### config.mk
export PLATFORM = sky130hd
export DESIGN_NAME = serial_frame_parser_core
export DESIGN_NICKNAME = d
export VERILOG_FILES = /design/src/design/sfp_pkg.sv /design/src/design/serial_frame_parser_core.sv /design/src/design/sfp_apb_regs.sv /design/src/design/sfp_parser.sv /design/src/design/sfp_out_skid.sv
export SDC_FILE = /design/constraint.sdc
export NUM_CORES = 1
export LEC_CHECK = 0
export BUFFER_PORTS_ARGS = -buffer_cell sky130_fd_sc_hd__buf_4
export CELL_PAD_IN_SITES_DETAIL_PLACEMENT = 0
export CELL_PAD_IN_SITES_GLOBAL_PLACEMENT = 1
export CORE_ASPECT_RATIO = 2
export CORE_MARGIN = 5
export CORE_UTILIZATION = 52
export CTS_CLUSTER_SIZE = 24
export DETAILED_ROUTE_END_ITERATION = 16
export PLACE_DENSITY = 0.91
export SETUP_SLACK_MARGIN = 0.4
export SYNTH_ARGS = -nofsm -noshare
export SYNTH_HDL_FRONTEND = slang
export SYNTH_HIERARCHICAL = 1
export SYNTH_SLANG_ARGS = --single-unit
### constraint.sdc
create_clock -name aclk -period 39.1 [get_ports aclk]
set_clock_uncertainty 0.2 [all_clocks]
set_input_delay 7.82 -clock aclk [delete_from_list [all_inputs] [get_ports aclk]]
set_output_delay 7.82 -clock aclk [all_outputs]
set_load 0.1 [all_outputs]
### src/design/sfp_pkg.sv
// ----------------------------------------------------------------------------
// sfp_pkg: shared types and constants for the serial frame parser
// Holds the event codes, the result record, the configuration record and
// the register map of the configuration port.
// ----------------------------------------------------------------------------
`default_nettype none

package sfp_pkg;

    // Largest payload length the parser ever accepts, whatever the register says.
    localparam int unsigned MAX_PAYLOAD = 256;

    // Register map: word index taken from paddr[3:2].
    localparam logic [1:0] REG_START_BYTE  = 2'd0;
    localparam logic [1:0] REG_END_BYTE    = 2'd1;
    localparam logic [1:0] REG_MAX_PAYLOAD = 2'd2;

    localparam logic [7:0] START_BYTE_RESET  = 8'hAA;
    localparam logic [7:0] END_BYTE_RESET    = 8'h55;
    localparam logic [8:0] MAX_PAYLOAD_RESET = 9'd256;

    typedef enum logic [1:0] {
        EV_PAYLOAD = 2'd0,
        EV_GOOD    = 2'd1,
        EV_BAD     = 2'd2,
        EV_LEN_ERR = 2'd3
    } sfp_event_t;

    typedef struct packed {
        logic [7:0] start_byte;
        logic [7:0] end_byte;
        logic [8:0] max_payload_len;
    } sfp_cfg_t;

    typedef struct packed {
        sfp_event_t  event_res;
        logic [7:0]  payload_byte;
        logic [7:0]  payload_index;
        logic [31:0] stamp;
        logic [7:0]  reserved_field;
        logic [7:0]  version_field;
        logic [15:0] frame_type;
        logic [47:0] device_address;
        logic [8:0]  payload_len;
        logic [15:0] sum_received;
        logic [15:0] sum_computed;
    } sfp_result_t;

endpackage

`default_nettype wire

### src/design/serial_frame_parser_core.sv
// ----------------------------------------------------------------------------
// serial_frame_parser_core: byte-serial frame receiver with additive checksum
// Hunts for a start byte, collects the header, streams out payload bytes and
// reports frame good or frame bad at the end of a frame, or a length error.
// ----------------------------------------------------------------------------
// Use:
//   s_ channel: one received serial byte per request in s_tdata[7:0].
//   m_ channel: results. m_tuser carries the event code (payload byte, frame
//   good, frame bad, length error), m_tdata the payload byte, its index and
//   the header fields and checksums of the current frame.
//   APB port: start byte (0x0), end byte (0x4), payload length limit (0x8).
//   Write it only while no frame is in flight and all results are taken.
// Throughput and timing:
//   One byte per cycle while s_tready is high. The parse state machine decides
//   each byte combinationally, between its state registers and the result
//   register, which drives m_ (with the skid entry behind it under a stall).
// Stall:
//   A result register plus one skid entry absorb a stalled receiver; s_tready
//   drops only while the skid entry is occupied, and nothing is lost.
// Reset:
//   aresetn low (synchronous) returns the parser to hunting, empties the
//   result stages and loads the register reset values (0xAA, 0x55, 256).
// ----------------------------------------------------------------------------
`default_nettype none

module serial_frame_parser_core (
    input  wire logic          aclk,
    input  wire logic          aresetn,
    // Input stream
    input  wire logic          s_tvalid,
    output logic               s_tready,
    input  wire logic [7:0]    s_tdata,   // [7:0] rx_byte
    // Result stream
    output logic               m_tvalid,
    input  wire logic          m_tready,
    // [7:0] payload_byte, [15:8] payload_index, [47:16] stamp,
    // [55:48] reserved_field, [63:56] version_field, [79:64] frame_type,
    // [127:80] device_address, [136:128] payload_len, [152:137] sum_received,
    // [168:153] sum_computed, [175:169] zero
    output logic [175:0]       m_tdata,
    output logic [1:0]         m_tuser,   // [1:0] event_res
    // Configuration
    input  wire logic          psel,
    input  wire logic          penable,
    input  wire logic          pwrite,
    input  wire logic [3:0]    paddr,
    input  wire logic [31:0]   pwdata,
    output logic      [31:0]   prdata,
    output logic               pready
);
    import sfp_pkg::*;

    sfp_cfg_t    cfg;
    logic        accept;
    logic        res_valid;
    sfp_result_t res;
    sfp_result_t m_res;

    // Configuration registers.
    sfp_apb_regs u_regs (
        .aclk    (aclk),
        .aresetn (aresetn),
        .psel    (psel),
        .penable (penable),
        .pwrite  (pwrite),
        .paddr   (paddr),
        .pwdata  (pwdata),
        .prdata  (prdata),
        .pready  (pready),
        .cfg     (cfg)
    );

    // Advance the parser on every accepted request.
    assign accept = s_tvalid && s_tready;

    sfp_parser u_parser (
        .aclk      (aclk),
        .aresetn   (aresetn),
        .accept    (accept),
        .rx_byte   (s_tdata),
        .cfg       (cfg),
        .res_valid (res_valid),
        .res       (res)
    );

    // Register the result; the skid entry keeps input flowing under a stall.
    sfp_out_skid u_out (
        .aclk      (aclk),
        .aresetn   (aresetn),
        .in_valid  (res_valid),
        .in_data   (res),
        .in_ready  (s_tready),
        .out_valid (m_tvalid),
        .out_ready (m_tready),
        .out_data  (m_res)
    );

    // Event code on m_tuser; other result fields on m_tdata, first field lowest.
    assign m_tuser = m_res.event_res;
    assign m_tdata = {7'd0,
                      m_res.sum_computed,
                      m_res.sum_received,
                      m_res.payload_len,
                      m_res.device_address,
                      m_res.frame_type,
                      m_res.version_field,
                      m_res.reserved_field,
                      m_res.stamp,
                      m_res.payload_index,
                      m_res.payload_byte};

endmodule

`default_nettype wire

### src/design/sfp_apb_regs.sv
// ----------------------------------------------------------------------------
// sfp_apb_regs: configuration registers behind an APB-style port
// Start byte, end byte and payload length limit, with read back.
// ----------------------------------------------------------------------------
`default_nettype none

module sfp_apb_regs (
    input  wire logic          aclk,
    input  wire logic          aresetn,
    input  wire logic          psel,
    input  wire logic          penable,
    input  wire logic          pwrite,
    input  wire logic [3:0]    paddr,
    input  wire logic [31:0]   pwdata,
    output logic      [31:0]   prdata,
    output logic               pready,
    output sfp_pkg::sfp_cfg_t  cfg
);
    import sfp_pkg::*;

    logic [7:0] start_reg;
    logic [7:0] end_reg;
    logic [8:0] max_len_reg;
    logic       wr_en;
    logic [1:0] reg_idx;

    assign pready  = 1'b1;
    assign wr_en   = psel && penable && pwrite && pready;
    assign reg_idx = paddr[3:2];

    always_ff @(posedge aclk) begin
        if (!aresetn) begin
            start_reg   <= START_BYTE_RESET;
            end_reg     <= END_BYTE_RESET;
            max_len_reg <= MAX_PAYLOAD_RESET;
        end else if (wr_en) begin
            unique case (reg_idx)
                REG_START_BYTE:  start_reg   <= pwdata[7:0];
                REG_END_BYTE:    end_reg     <= pwdata[7:0];
                REG_MAX_PAYLOAD: max_len_reg <= pwdata[8:0];
                default: ;
            endcase
        end
    end

    always_comb begin
        unique case (reg_idx)
            REG_START_BYTE:  prdata = {24'd0, start_reg};
            REG_END_BYTE:    prdata = {24'd0, end_reg};
            REG_MAX_PAYLOAD: prdata = {23'd0, max_len_reg};
            default:         prdata = 32'd0;
        endcase
    end

    assign cfg.start_byte      = start_reg;
    assign cfg.end_byte        = end_reg;
    assign cfg.max_payload_len = max_len_reg;

endmodule

`default_nettype wire

### src/design/sfp_parser.sv
// ----------------------------------------------------------------------------
// sfp_parser: frame parse state machine
// Advances one byte per accepted request and forms at most one result.
// ----------------------------------------------------------------------------
`default_nettype none

module sfp_parser (
    input  wire logic            aclk,
    input  wire logic            aresetn,
    input  wire logic            accept,
    input  wire logic [7:0]      rx_byte,
    input  wire sfp_pkg::sfp_cfg_t cfg,
    output logic                 res_valid,
    output sfp_pkg::sfp_result_t res
);
    import sfp_pkg::*;

    typedef enum logic [3:0] {
        PH_HUNT, PH_STAMP, PH_RESERVED, PH_VERSION, PH_TYPE, PH_ADDR,
        PH_LEN, PH_PAYLOAD, PH_CHECK, PH_END
    } phase_t;

    localparam logic [8:0]  STAMP_BYTES = 9'd4;
    localparam logic [8:0]  TYPE_BYTES  = 9'd2;
    localparam logic [8:0]  ADDR_BYTES  = 9'd6;
    localparam logic [8:0]  SUM_BYTES   = 9'd2;
    localparam logic [16:0] MAX_LEN     = 17'(MAX_PAYLOAD);

    phase_t      phase_reg,   phase_next;
    logic [8:0]  cnt_reg,     cnt_next;
    logic [15:0] sum_reg,     sum_next;
    logic [31:0] stamp_reg,   stamp_next;
    logic [7:0]  rsv_reg,     rsv_next;
    logic [7:0]  ver_reg,     ver_next;
    logic [15:0] type_reg,    type_next;
    logic [47:0] addr_reg,    addr_next;
    logic [8:0]  len_reg,     len_next;
    logic [15:0] check_reg,   check_next;

    logic [8:0]  cnt_inc;
    logic [15:0] sum_add;
    logic [15:0] len_full;
    logic [16:0] limit;
    sfp_event_t  ev;
    logic [7:0]  pbyte;
    logic [7:0]  pidx;

    assign cnt_inc  = cnt_reg + 9'd1;
    assign sum_add  = sum_reg + {8'd0, rx_byte};
    assign len_full = {rx_byte, len_reg[7:0]};
    assign limit    = ({8'd0, cfg.max_payload_len} > MAX_LEN) ? MAX_LEN
                                                              : {8'd0, cfg.max_payload_len};

    always_comb begin
        phase_next = phase_reg;
        cnt_next   = cnt_reg;
        sum_next   = sum_reg;
        stamp_next = stamp_reg;
        rsv_next   = rsv_reg;
        ver_next   = ver_reg;
        type_next  = type_reg;
        addr_next  = addr_reg;
        len_next   = len_reg;
        check_next = check_reg;
        res_valid  = 1'b0;
        ev         = EV_PAYLOAD;
        pbyte      = 8'd0;
        pidx       = 8'd0;
        if (accept) begin
            unique case (phase_reg)
                PH_HUNT: begin
                    if (rx_byte == cfg.start_byte) begin
                        cnt_next   = 9'd0;
                        sum_next   = {8'd0, rx_byte};
                        check_next = 16'd0;
                        phase_next = PH_STAMP;
                    end
                end
                PH_STAMP: begin
                    stamp_next[{cnt_reg[1:0], 3'b000} +: 8] = rx_byte;
                    sum_next = sum_add;
                    cnt_next = cnt_inc;
                    if (cnt_inc >= STAMP_BYTES) begin
                        cnt_next   = 9'd0;
                        phase_next = PH_RESERVED;
                    end
                end
                PH_RESERVED: begin
                    rsv_next   = rx_byte;
                    sum_next   = sum_add;
                    phase_next = PH_VERSION;
                end
                PH_VERSION: begin
                    ver_next   = rx_byte;
                    sum_next   = sum_add;
                    phase_next = PH_TYPE;
                end
                PH_TYPE: begin
                    type_next[{cnt_reg[0], 3'b000} +: 8] = rx_byte;
                    sum_next = sum_add;
                    cnt_next = cnt_inc;
                    if (cnt_inc >= TYPE_BYTES) begin
                        cnt_next   = 9'd0;
                        phase_next = PH_ADDR;
                    end
                end
                PH_ADDR: begin
                    addr_next[{cnt_reg[2:0], 3'b000} +: 8] = rx_byte;
                    sum_next = sum_add;
                    cnt_next = cnt_inc;
                    if (cnt_inc >= ADDR_BYTES) begin
                        cnt_next   = 9'd0;
                        phase_next = PH_LEN;
                    end
                end
                PH_LEN: begin
                    sum_next = sum_add;
                    if (!cnt_reg[0]) begin
                        len_next = {1'b0, rx_byte};
                        cnt_next = cnt_inc;
                    end else begin
                        len_next = len_full[8:0];
                        cnt_next = 9'd0;
                        if ({1'b0, len_full} > limit) begin
                            res_valid  = 1'b1;
                            ev         = EV_LEN_ERR;
                            phase_next = PH_HUNT;
                        end else if (len_full == 16'd0) begin
                            phase_next = PH_CHECK;
                        end else begin
                            phase_next = PH_PAYLOAD;
                        end
                    end
                end
                PH_PAYLOAD: begin
                    sum_next  = sum_add;
                    cnt_next  = cnt_inc;
                    res_valid = 1'b1;
                    ev        = EV_PAYLOAD;
                    pbyte     = rx_byte;
                    pidx      = cnt_reg[7:0];
                    if (cnt_inc >= len_reg) begin
                        cnt_next   = 9'd0;
                        phase_next = PH_CHECK;
                    end
                end
                PH_CHECK: begin
                    check_next[{cnt_reg[0], 3'b000} +: 8] = rx_byte;
                    cnt_next = cnt_inc;
                    if (cnt_inc >= SUM_BYTES) begin
                        cnt_next   = 9'd0;
                        phase_next = PH_END;
                    end
                end
                PH_END: begin
                    res_valid  = 1'b1;
                    phase_next = PH_HUNT;
                    ev = (rx_byte == cfg.end_byte && check_reg == sum_reg) ? EV_GOOD
                                                                            : EV_BAD;
                end
                default: phase_next = PH_HUNT;
            endcase
        end
    end

    always_comb begin
        res.event_res      = ev;
        res.payload_byte   = pbyte;
        res.payload_index  = pidx;
        res.stamp          = stamp_next;
        res.reserved_field = rsv_next;
        res.version_field  = ver_next;
        res.frame_type     = type_next;
        res.device_address = addr_next;
        res.payload_len    = len_next;
        res.sum_received   = check_next;
        res.sum_computed   = sum_next;
    end

    always_ff @(posedge aclk) begin
        if (!aresetn) begin
            phase_reg <= PH_HUNT;
            cnt_reg   <= 9'd0;
            sum_reg   <= 16'd0;
            check_reg <= 16'd0;
        end else begin
            phase_reg <= phase_next;
            cnt_reg   <= cnt_next;
            sum_reg   <= sum_next;
            check_reg <= check_next;
        end
    end

    // Header fields are always rewritten before they are reported.
    always_ff @(posedge aclk) begin
        stamp_reg <= stamp_next;
        rsv_reg   <= rsv_next;
        ver_reg   <= ver_next;
        type_reg  <= type_next;
        addr_reg  <= addr_next;
        len_reg   <= len_next;
    end

    a_result_needs_request: assert property (@(posedge aclk) disable iff (!aresetn)
        res_valid |-> accept)
        else $error("result formed without an accepted request");

    a_hunt_is_silent: assert property (@(posedge aclk) disable iff (!aresetn)
        (accept && phase_reg == PH_HUNT) |-> !res_valid)
        else $error("result formed while hunting");

    a_end_reports: assert property (@(posedge aclk) disable iff (!aresetn)
        (accept && phase_reg == PH_END) |=> phase_reg == PH_HUNT)
        else $error("end byte did not return to hunting");

    a_stamp_count: assert property (@(posedge aclk) disable iff (!aresetn)
        phase_reg == PH_STAMP |-> cnt_reg < STAMP_BYTES)
        else $error("timestamp byte count out of range");

endmodule

`default_nettype wire

### src/design/sfp_out_skid.sv
// ----------------------------------------------------------------------------
// sfp_out_skid: result register with a skid stage
// Holds results while the receiver stalls so parsing can go on until the skid is full.
// ----------------------------------------------------------------------------
`default_nettype none

module sfp_out_skid (
    input  wire logic            aclk,
    input  wire logic            aresetn,
    input  wire logic            in_valid,
    input  wire sfp_pkg::sfp_result_t in_data,
    output logic                 in_ready,
    output logic                 out_valid,
    input  wire logic            out_ready,
    output sfp_pkg::sfp_result_t out_data
);
    import sfp_pkg::*;

    logic        out_valid_reg;
    logic        skid_valid_reg;
    sfp_result_t out_data_reg;
    sfp_result_t skid_data_reg;
    logic        drain;

    // Skid is empty whenever a request is accepted, so in_valid never meets a full skid.
    assign in_ready  = !skid_valid_reg;
    assign drain     = !out_valid_reg || out_ready;
    assign out_valid = out_valid_reg;
    assign out_data  = out_data_reg;

    always_ff @(posedge aclk) begin
        if (!aresetn) begin
            out_valid_reg  <= 1'b0;
            skid_valid_reg <= 1'b0;
        end else if (drain) begin
            if (skid_valid_reg) begin
                out_valid_reg  <= 1'b1;
                skid_valid_reg <= 1'b0;
            end else begin
                out_valid_reg  <= in_valid;
            end
        end else if (in_valid) begin
            skid_valid_reg <= 1'b1;
        end
    end

    always_ff @(posedge aclk) begin
        if (drain) begin
            out_data_reg <= skid_valid_reg ? skid_data_reg : in_data;
        end else if (in_valid) begin
            skid_data_reg <= in_data;
        end
    end

    a_skid_implies_out: assert property (@(posedge aclk) disable iff (!aresetn)
        skid_valid_reg |-> out_valid_reg)
        else $error("skid holds a result while the output register is empty");

    a_no_overrun: assert property (@(posedge aclk) disable iff (!aresetn)
        in_valid |-> !skid_valid_reg)
        else $error("result arrived with the skid stage full");

    a_stall_holds: assert property (@(posedge aclk) disable iff (!aresetn)
        (out_valid_reg && !out_ready) |=> out_valid_reg && $stable(out_data_reg))
        else $error("stalled result changed");

endmodule

`default_nettype wire
Word-level counts from Yosys, hierarchy flattened
Index checks and enable logic that the tools add are counted.
{ "word_totals": {"ff_bits": 535, "rom_bits": 0, "output_inout_bits": 213, "inputBits": 51, "ramBits": 0, "latchBits": 0, "word_cells": 155, "memories": 0} }
{ "classes": {"n_shift": 6, "n_mux": 57, "n_mul": 0, "bitwise_logic": 2, "order_cmp": 6, "n_reduce_logical": 21, "n_addsub": 5, "n_eq_ne": 21, "n_div": 0} }
{ "op_table": {"columns": ["operator", "count"], "rows": [
  ["171-bit 2-to-1 mux", 1],
  ["16-bit 2-to-1 mux", 6],
  ["48-bit 2-to-1 mux", 2],
  ["9-bit 2-to-1 mux", 10],
  ["32-bit 2-to-1 mux", 2],
  ["8-bit 2-to-1 mux", 8],
  ["16-bit case mux with 2 select lines", 2],
  ["9-bit case mux with 6 select lines", 1],
  ["48-bit bitwise mux", 1],
  ["8-bit by 8-bit variable shift with 48-bit output (first input constant)", 1],
  ["8-bit by 8-bit variable part select with 48-bit output", 1],
  ["4-bit 2-to-1 mux", 9],
  ["4-bit case mux with 9 select lines", 1],
  ["16-bit bitwise mux", 2],
  ["32-bit bitwise mux", 1],
  ["8-bit by 7-bit variable shift with 32-bit output (first input constant)", 1],
  ["8-bit by 7-bit variable part select with 32-bit output", 1],
  ["9-bit case mux with 3 select lines", 1],
  ["9-bit by 3-bit greater-or-equal comparator with 1-bit output (second input constant)", 2],
  ["16-bit by 17-bit > comparator with 1-bit output", 1],
  ["16-bit by 8-bit adder with 16-bit output", 1],
  ["16-bit equality test", 1],
  ["4-bit by 3-bit equality test with 1-bit output (second input constant)", 4],
  ["8-bit equality test", 2],
  ["32 further kinds", 56]
]} }

Longest topological paths before layout
Gate-level depths: netlist of the first run.
{ "depth": {"depth_word": 8, "ltp_mapped": 14, "depth_no_buf": 13} }

Cells and area by module
The synthesis of the first run kept the hierarchy.
{ "by_module_without_submodules": {"columns": ["mod", "area_each_um2", "seq_area_each_um2", "n_inst", "cells_per_inst"], "rows": [
  ["sfp_out_skid", 12514.5, 10309.9, 1, 541],
  ["sfp_parser", 8239.2, 3323.2, 1, 897],
  ["sfp_apb_regs", 1382.6, 500.5, 1, 160],
  ["serial_frame_parser_core", 62.6, 0.0, 1, 9]
]} }

Least setup slack after synthesis of the first run
OpenSTA, ideal clock, no wires.
{ "synth_path": {"kind": "input to register", "from": "in m_tready", "to": "reg u_out/skid_data_reg[0] (netlist name), enable pin", "t_required_ns": 37.102, "path_slack_ns": 15.288, "n_path_buf": 0, "setup_ns": 1.798, "stages": 2, "t_arrival_ns": 21.814, "path_cell_list": "nand2b_1 -> nor2_1"} }
{ "synth_between": {"elab_chain_cells": 3} }
{ "synth_lines": {"columns": ["element", "line", "source"], "rows": [
  ["start: declaration", "serial_frame_parser_core.sv:35", "input wire logic m_tready,"],
  ["1-bit logical OR", "sfp_out_skid.sv:27", "assign drain = !out_valid_reg || out_ready;"],
  ["1-bit NOT (no line)", null, null],
  ["2-bit AND reduction (no line)", null, null],
  ["end signal: assignment", "sfp_out_skid.sv:51", "skid_data_reg <= in_data;"],
  ["end: declaration", "sfp_out_skid.sv:22", "sfp_result_t skid_data_reg;"]
]} }
Every way passes these cells.
A chain may end at the register's enable or synchronous reset.

Worst setup path after layout of the first run
{ "layout_path": {"from": "in paddr[2]", "to": "out prdata[7]"} }
{ "layout_between": {"elab_chain_cells": 2, "word_cells_on_any_way": 4, "cone_classes": "eq/ne: 2; mux: 1; reduce/logical: 1"} }
{ "layout_lines": {"columns": ["element", "line", "source"], "rows": [
  ["start: declaration", "serial_frame_parser_core.sv:46", "input wire logic [3:0] paddr,"],
  ["2-bit equality test, or another cell as far along", "sfp_apb_regs.sv:47", "unique case (reg_idx)"],
  ["9-bit case mux with 3 select lines (*)", "sfp_apb_regs.sv:47", null],
  ["end: declaration", "serial_frame_parser_core.sv:48", "output logic [31:0] prdata,"]
]} }
Mark *: on every way between the ends. The rest lies on a longest branch, timed or not.

==> results.md, run 1 <==
- Avg WL per Cell: 22.6 µm
- CP Data Required Time: approximately 31 ns
- NetSw: approximately 0.00054 W
- Largest net degree at the start of global routing: 73
- Final setup vio count: 0
- Gate power share: a little over a quarter
- Die width: between 150 and 200 µm
- P_int: a little over 0.001 W
- Drt via density: 5.65
- Hold Buf Count CTS: 0
- VDD IR max: around 78 µV
- R2r startpoint: u_regs/max_len_reg[8]$_SDFFE_PN1P_
- Xor/xnor cell area share of the yosys netlist: around 1.8%
- Die area: between 0.04 and 0.05 mm²
- Status: finished clean
- Crit Path Category: in2out
- Post-synthesis compound-gate area fraction: about 7.0%
- HP Class: reg2reg
- Clk pwr share: a little under 30%
- Main combinational cell family by area after synthesis: multiplexers
- Clock Path Buffers: 3
- Switch share: 34.3%
- Antenna diodes: 0
- Later-pin clock latency in the skew report: between 0.5 and 0.6 ns
- Distinct cell type count after synthesis: 82
- Final TNS setup: 0 ns
- Hold endpoint: u_parser/addr_reg[43]$_DFF_P_
- Dpl hpwl: between 30000 and 40000 µm
- RSZ-0062 raised after global routing: no
- Main flop type after synthesis: edfxtp_1
- Worst R2R End: u_out/skid_data_reg[136]$_DFFE_PP_
- 1st-pass router iterations: 7
- First-pass GRT wire length: just over 80000 µm
- Post-synthesis sequential area ratio: 63.7%
- Dpl cell area: approximately 0.024 mm²
- Global placer's final weighted congestion: between 0.9 and 1
- Root Driver: clkbuf_16
- Postcts setup bufs: 0
- Core area: around 0.042 mm²
- Initial DRC Count: 927
- WHS: about 0.26 ns
- Post-synthesis register bit count: 535
- Htree depth: 2
- Final WL: 53300 µm
- Worst-path clk slew: 0.07 ns
- Kind of end point of the critical path: output pin
- Synthesized instance count: approximately 1600
- Num ports: about 260
- EDFF count, synth: ~340
- Antenna violations before repair: 1
- Post-route cell area: 0.0253 mm²
- Routed vias: about 13000
- Worst hold path cell count: 2
- Initial core utilization: between 50% and 60%
- Fin crit period: 16.95 ns
- Total track usage: between 20% and 30%
- Post-CTS sizing: 0
- Most common cell after layout, fill and taps aside: edfxtp_1
- Slew HR: 30.0%
- Antenna Nets Post-Route: 0
- Tightest Pin Transition: roughly 1.0 ns
- Sequential share of power: between 40% and 50%
- Setup slack at placement: between 20 and 25 ns
- Nets@finish: around 1900
- Final max-slew violation count: 0
- Die Ht: about 300 µm
- Max Freq: 59.0 MHz
- Post-route setup slack: 22.15 ns
- Hold Path Origin: u_parser/addr_reg[43]$_DFF_P_
- Crit start category: input pin
- Final hold viol count: 0
- CP arrival: around 8.9 ns
- Rows: about 110
- R2R cell count: 14
- Final cell count without fillers: 2355
- CTS tree: done
- Period utilization: 43.4%
- Mux share of post-synthesis cell area: between 10 and 15%
- Worst-path maximum fanout: 14
- Total congestion overflow: 0
- Layout cell share with drive strength beyond 1: between 30 and 40%
- CTS Buf Count: 44
- Pwr Density: around 62 mW/mm²
- Number of global-route vias before repair: between 10000 and 15000
- Placed Cells incl. Taps: 2275
- Post-Synth Simple-Gate Area: about 8%
- Pleak: a little over 10 nW
- Asr flop ratio synth: 0%
- Layout area overhead: 14.0%
- Drt drc: 0
- Yosys warns: 6
- Synthesized cell area: around 0.022 mm²
- I/O Buffers: 207
- Area share of fa/ha/maj cells after synthesis: under 10%
- Clk sinks: between 500 and 600
- Most frequent cells in the layout: edfxtp_1 (342), mux2_2 (227), buf_4 (219)
- Max-Cap Viols: 0
- Mean area per synthesized cell: around 14 µm²
- Worst reg2reg setup slack: 34.28 ns
-- power by group through the flow --
stage	sequential (W)	combinational (W)	clock, W
floorplan	0.000890	0.000142	0
global placement	0.000702	0.000411	0
detailed placement	0.000703	0.000418	0
CTS	0.000692	0.000419	0.000475
global route	0.000695	0.000437	0.000497
finish	0.000691	0.000418	0.000465
-- worst max path at each step --
stage,start,end,cells past startpoint
CTS,paddr[2],prdata[5],5
floorplan,m_tready,u_out/skid_data_reg[0]$_DFFE_PP_,2
global route,paddr[2],prdata[1],5
detailed placement,paddr[2],prdata[5],5
finish,paddr[2],prdata[7],5
global placement,paddr[2],prdata[1],5
-- cell families after synthesis --
| kind of cell | count (synthesis) |
|---|---|
| xor+xnor | 44 |
| buf+inv | 163 |
| fa+ha+maj | 34 |
| compound gates | 213 |
| flops | 535 |
| mux | 256 |
| other cells | 3 |
| simple gates | 359 |
-- Yosys cell counts, types with 33 or more instances --
master / n / area [µm²]
nand2_1: 159 / 597
mux2_2: 227 / 2560
dfxtp_1: 193 / 3860
nor2_1: 34 / 128
o21ai_0: 46 / 230
and2_1: 34 / 213
clkbuf_1: 39 / 146
buf_4: 38 / 285
ha_1: 33 / 413
edfxtp_1: 342 / 10300
inv_1: 36 / 135
o31ai_1: 35 / 263
-- stage by stage --
step	power, W	util, %
after global routing	0.00163	59.6
after detailed placement	0.00112	56.1
after CTS	0.00159	59.6
final	0.00157	59.6
after floorplan	0.00103	-
after global placement	0.00111	56.1
-- critical path, cell delays in order --
cell	delay (ns)
buf_4	0.18
nor2b_4	0.33
nand2_1	0.08
o21ai_0	0.15
buf_4	0.36
-- final cells by class --
type / count / area [µm²]
Inverter: 39 / 146
Timing Repair Buffer: 219 / 1640
Sequential cell: 535 / 14100
Multi-Input combinational cell: 937 / 7180
Fill cell: 3295 / 17100
Clock buffer: 61 / 1270
Tap cell: 545 / 682
Clock inverter: 19 / 250
-- per-layer routing --
metal,vias up,routed length [µm],GRT usage (%)
met5,-,0,0
met1,6557,19300,24.5
met2,433,28600,41.2
li1,6183,-,-
met4,0,2760,10.8
met3,131,2650,3.48
Power figures use the tool's default switching activity.
==> run 2: changes to the inputs <==
ABC_AREA = 1   (was default)
CORE_UTILIZATION = 45   (was 52)
PLACE_DENSITY = 0.85   (was 0.91)
clock period = 15.7 ns   (was 39.1 ns; I/O delays follow)
==> run 2 against run 1 <==
Combinational power fell by 71%. Critical path depth stayed put. Cell area is 3.3% higher. Synthesized area up 1.9%. Clock power rose to 2.6 times the previous value. Sequential cell count unchanged. Via count grew 22%. Wire length grew 11%. Worst hold slack gained 0.028 ns. Largest cell class unchanged. Largest power group unchanged.
==> results.md, run 2 <==
- Status: finished clean
- Antenna diodes: 0
- Clock Path Buffers: 3
- Worst-path clk slew: around 0.07 ns
- Distinct cell type count after synthesis: 53
- Mean area per synthesized cell: 9.69 µm²
- Leading post-synthesis cells by cell area: edfxtp_1 (45%), dfxtp_1 (17%), nand2_1 (16%), o21ai_0 (2.3%), inv_1 (1.9%)
- Pleak: 11.1 nW
- R2r startpoint: u_regs/max_len_reg[4]$_SDFFE_PN0P_
- Worst reg2reg setup slack: 11.00 ns
- Period utilization: ~50%
- Most frequent cell after synthesis: nand2_1
- Worst-path maximum fanout: 13
- Num ports: 264
- Synthesized cell area: between 0.02 and 0.025 mm²
- Worst R2R End: u_out/skid_data_reg[6]$_DFFE_PP_
- Largest net degree at the start of global routing: between 150 and 200
- Max Freq: approximately 130 MHz
- Clk sinks: 535
- Tightest Pin Transition: between 0.9 and 1 ns
- Total track usage: 20.7%
- EDFF count, synth: 342
- Number of global-route vias before repair: about 15000
- Final TNS setup: 0 ns
- Most frequent cells after synthesis: nand2_1 (935), edfxtp_1 (342), dfxtp_1 (193), inv_1 (115), o21ai_0 (102)
- VDD IR max: approximately 76 µV
- Asr flop ratio synth: 0%
- Kind of end point of the critical path: output pin
- Hold endpoint: u_parser/stamp_reg[12]$_DFF_P_
- I/O Buffers: approximately 210
- Avg WL per Cell: approximately 19 µm
- Total congestion overflow: 0
- Main flop type after synthesis: edfxtp_1
- First-pass GRT wire length: 88500 µm
- Most frequent cells in the layout: nand2_1 (934), edfxtp_1 (342), buf_4 (224)
- Fin crit period: 7.89 ns
- Post-route setup slack: between 7 and 8 ns
- Die Ht: around 330 µm
- 1st-pass router iterations: 5
- Htree depth: 2
- Most common cell after layout, fill and taps aside: nand2_1
- Fillers: ~4600
- Core area: about 0.05 mm²
- Antenna Nets Post-Route: 0
- HP Class: reg2reg
- Setup slack at placement: slightly below 8 ns
- Later-pin clock latency in the skew report: 0.57 ns
- Post-CTS sizing: 0
- CP Data Required Time: ~12 ns
- Routed vias: between 15000 and 20000
- Die area: between 0.05 and 0.06 mm²
- Initial DRC Count: roughly 1300
- Nets@finish: ~2600
- Synth top area share: 45.4%
- Max-Cap Viols: 0
- Initial core utilization: 45.3%
- Root Driver: clkbuf_16
- Layout cell share with drive strength beyond 1: approximately 15%
- CP arrival: approximately 4.6 ns
- CTS tree: done
- Pwr Density: 107 mW/mm²
- Hold Buf Count CTS: 0
- Dpl hpwl: between 40000 and 50000 µm
- RSZ-0062 raised after global routing: no
- Post-synthesis sequential area ratio: a little over three fifths
- Postcts setup bufs: 0
- CTS Buf Count: 46
- Hold Path Origin: u_parser/stamp_reg[12]$_DFF_P_
- Post-synthesis register bit count: approximately 540
- Layout area overhead: 15.5%
- Largest area contributor in the netlist: edfxtp_1
- Rows: roughly 120
- Final WL: slightly below 60000 µm
- Antenna violations before repair: 0
- Final setup vio count: 0
- R2R cell count: 16
- Drt drc: 0
- Worst hold path cell count: 1
- Final hold viol count: 0
- Final max-slew violation count: 0
- Synthesized instance count: ~2300
- Yosys warns: 6
- Crit start category: input pin
- Crit Path Category: in2out
- Drt via density: a little over 5
- Slew HR: around a third
- Die width: around 170 µm
- Global placer's final weighted congestion: between 0.9 and 1
## run 2: changes by cell type after synthesis, sizes merged, moves of 23 or more
cell	previous run	this run
nor2	38	124
inv	37	132
a21oi	17	56
and3	24	1
nand3	31	90
nand2	162	940
and2	35	9
mux2	227	0
mux2i	29	0
o31ai	35	7
o21ai	54	142
## run 2: routing by layer
layer / vias up / GRT usage [%] / share of wire [%]
met5: - / 0 / 0
met4: 0 / 9.11 / 4.3
met3: 101 / 2.39 / 5.2
met2: 530 / 39.0 / 53
met1: 7530 / 23.3 / 37
li1: 8025 / - / -
## run 2: report_power, final
part           internal [W]  switching [W]
clock network      0.000681       0.000509
logic             0.0000202       0.000102
registers           0.00148     0.00000261
## run 2: worst max-delay path, cell delays in order
cell     delay (ns)
buf_4          0.13
nor2_1         0.68
nand2_1        0.10
nand3_1        0.18
buf_4          0.32
## run 2: final cells by class
class                   count  area [µm²]  area share, %
well taps                 649         812           3.11
clock buffers              58        1280           4.89
multi-input cells        1569        7380           28.2
clock inverters            27         313           1.20
inverters                 136         515           1.97
flip-flops and latches    535       14100           54.1
repair buffers            225        1700           6.51
## run 2: kinds of logic after synthesis
group / count (synthesis) / share of synthesized area [%]
simple gates: 1221 / 22.5
flops: 535 / 62.5
buf+inv: 260 / 5.47
compound gates: 259 / 6.66
fa+ha+maj: 34 / 1.91
xor+xnor: 24 / 0.929
other cells: 3 / 0.0498
## run 2: through the flow
stage | hold WS (ns) | cells | total power (W) | util (%) | instance area, µm²
after floorplan | 0.244 | 2364 | 0.00161 | - | 22700
after global placement | 0.264 | 3114 | 0.00164 | 49.2 | 24500
after detailed placement | 0.276 | 3114 | 0.00164 | 49.2 | 24500
after CTS | 0.292 | 3199 | 0.00282 | 52.4 | 26100
after global routing | 0.313 | 3199 | 0.00289 | 52.4 | 26100
final | 0.288 | 3199 | 0.00280 | 52.4 | 26100
## run 2: how the worst max path moves through the flow
stage	cells past startpoint	to	slack, ns	from
6_report	5	prdata[1]	7.81	paddr[2]
5_1_grt	5	prdata[1]	7.72	paddr[2]
2_1_floorplan	3	u_out/skid_data_reg[0]$_DFFE_PP_	2.03	m_tready
4_1_cts	5	prdata[1]	7.78	paddr[2]
3_5_place_dp	5	prdata[1]	7.79	paddr[2]
3_3_place_gp	5	prdata[1]	7.73	paddr[2]
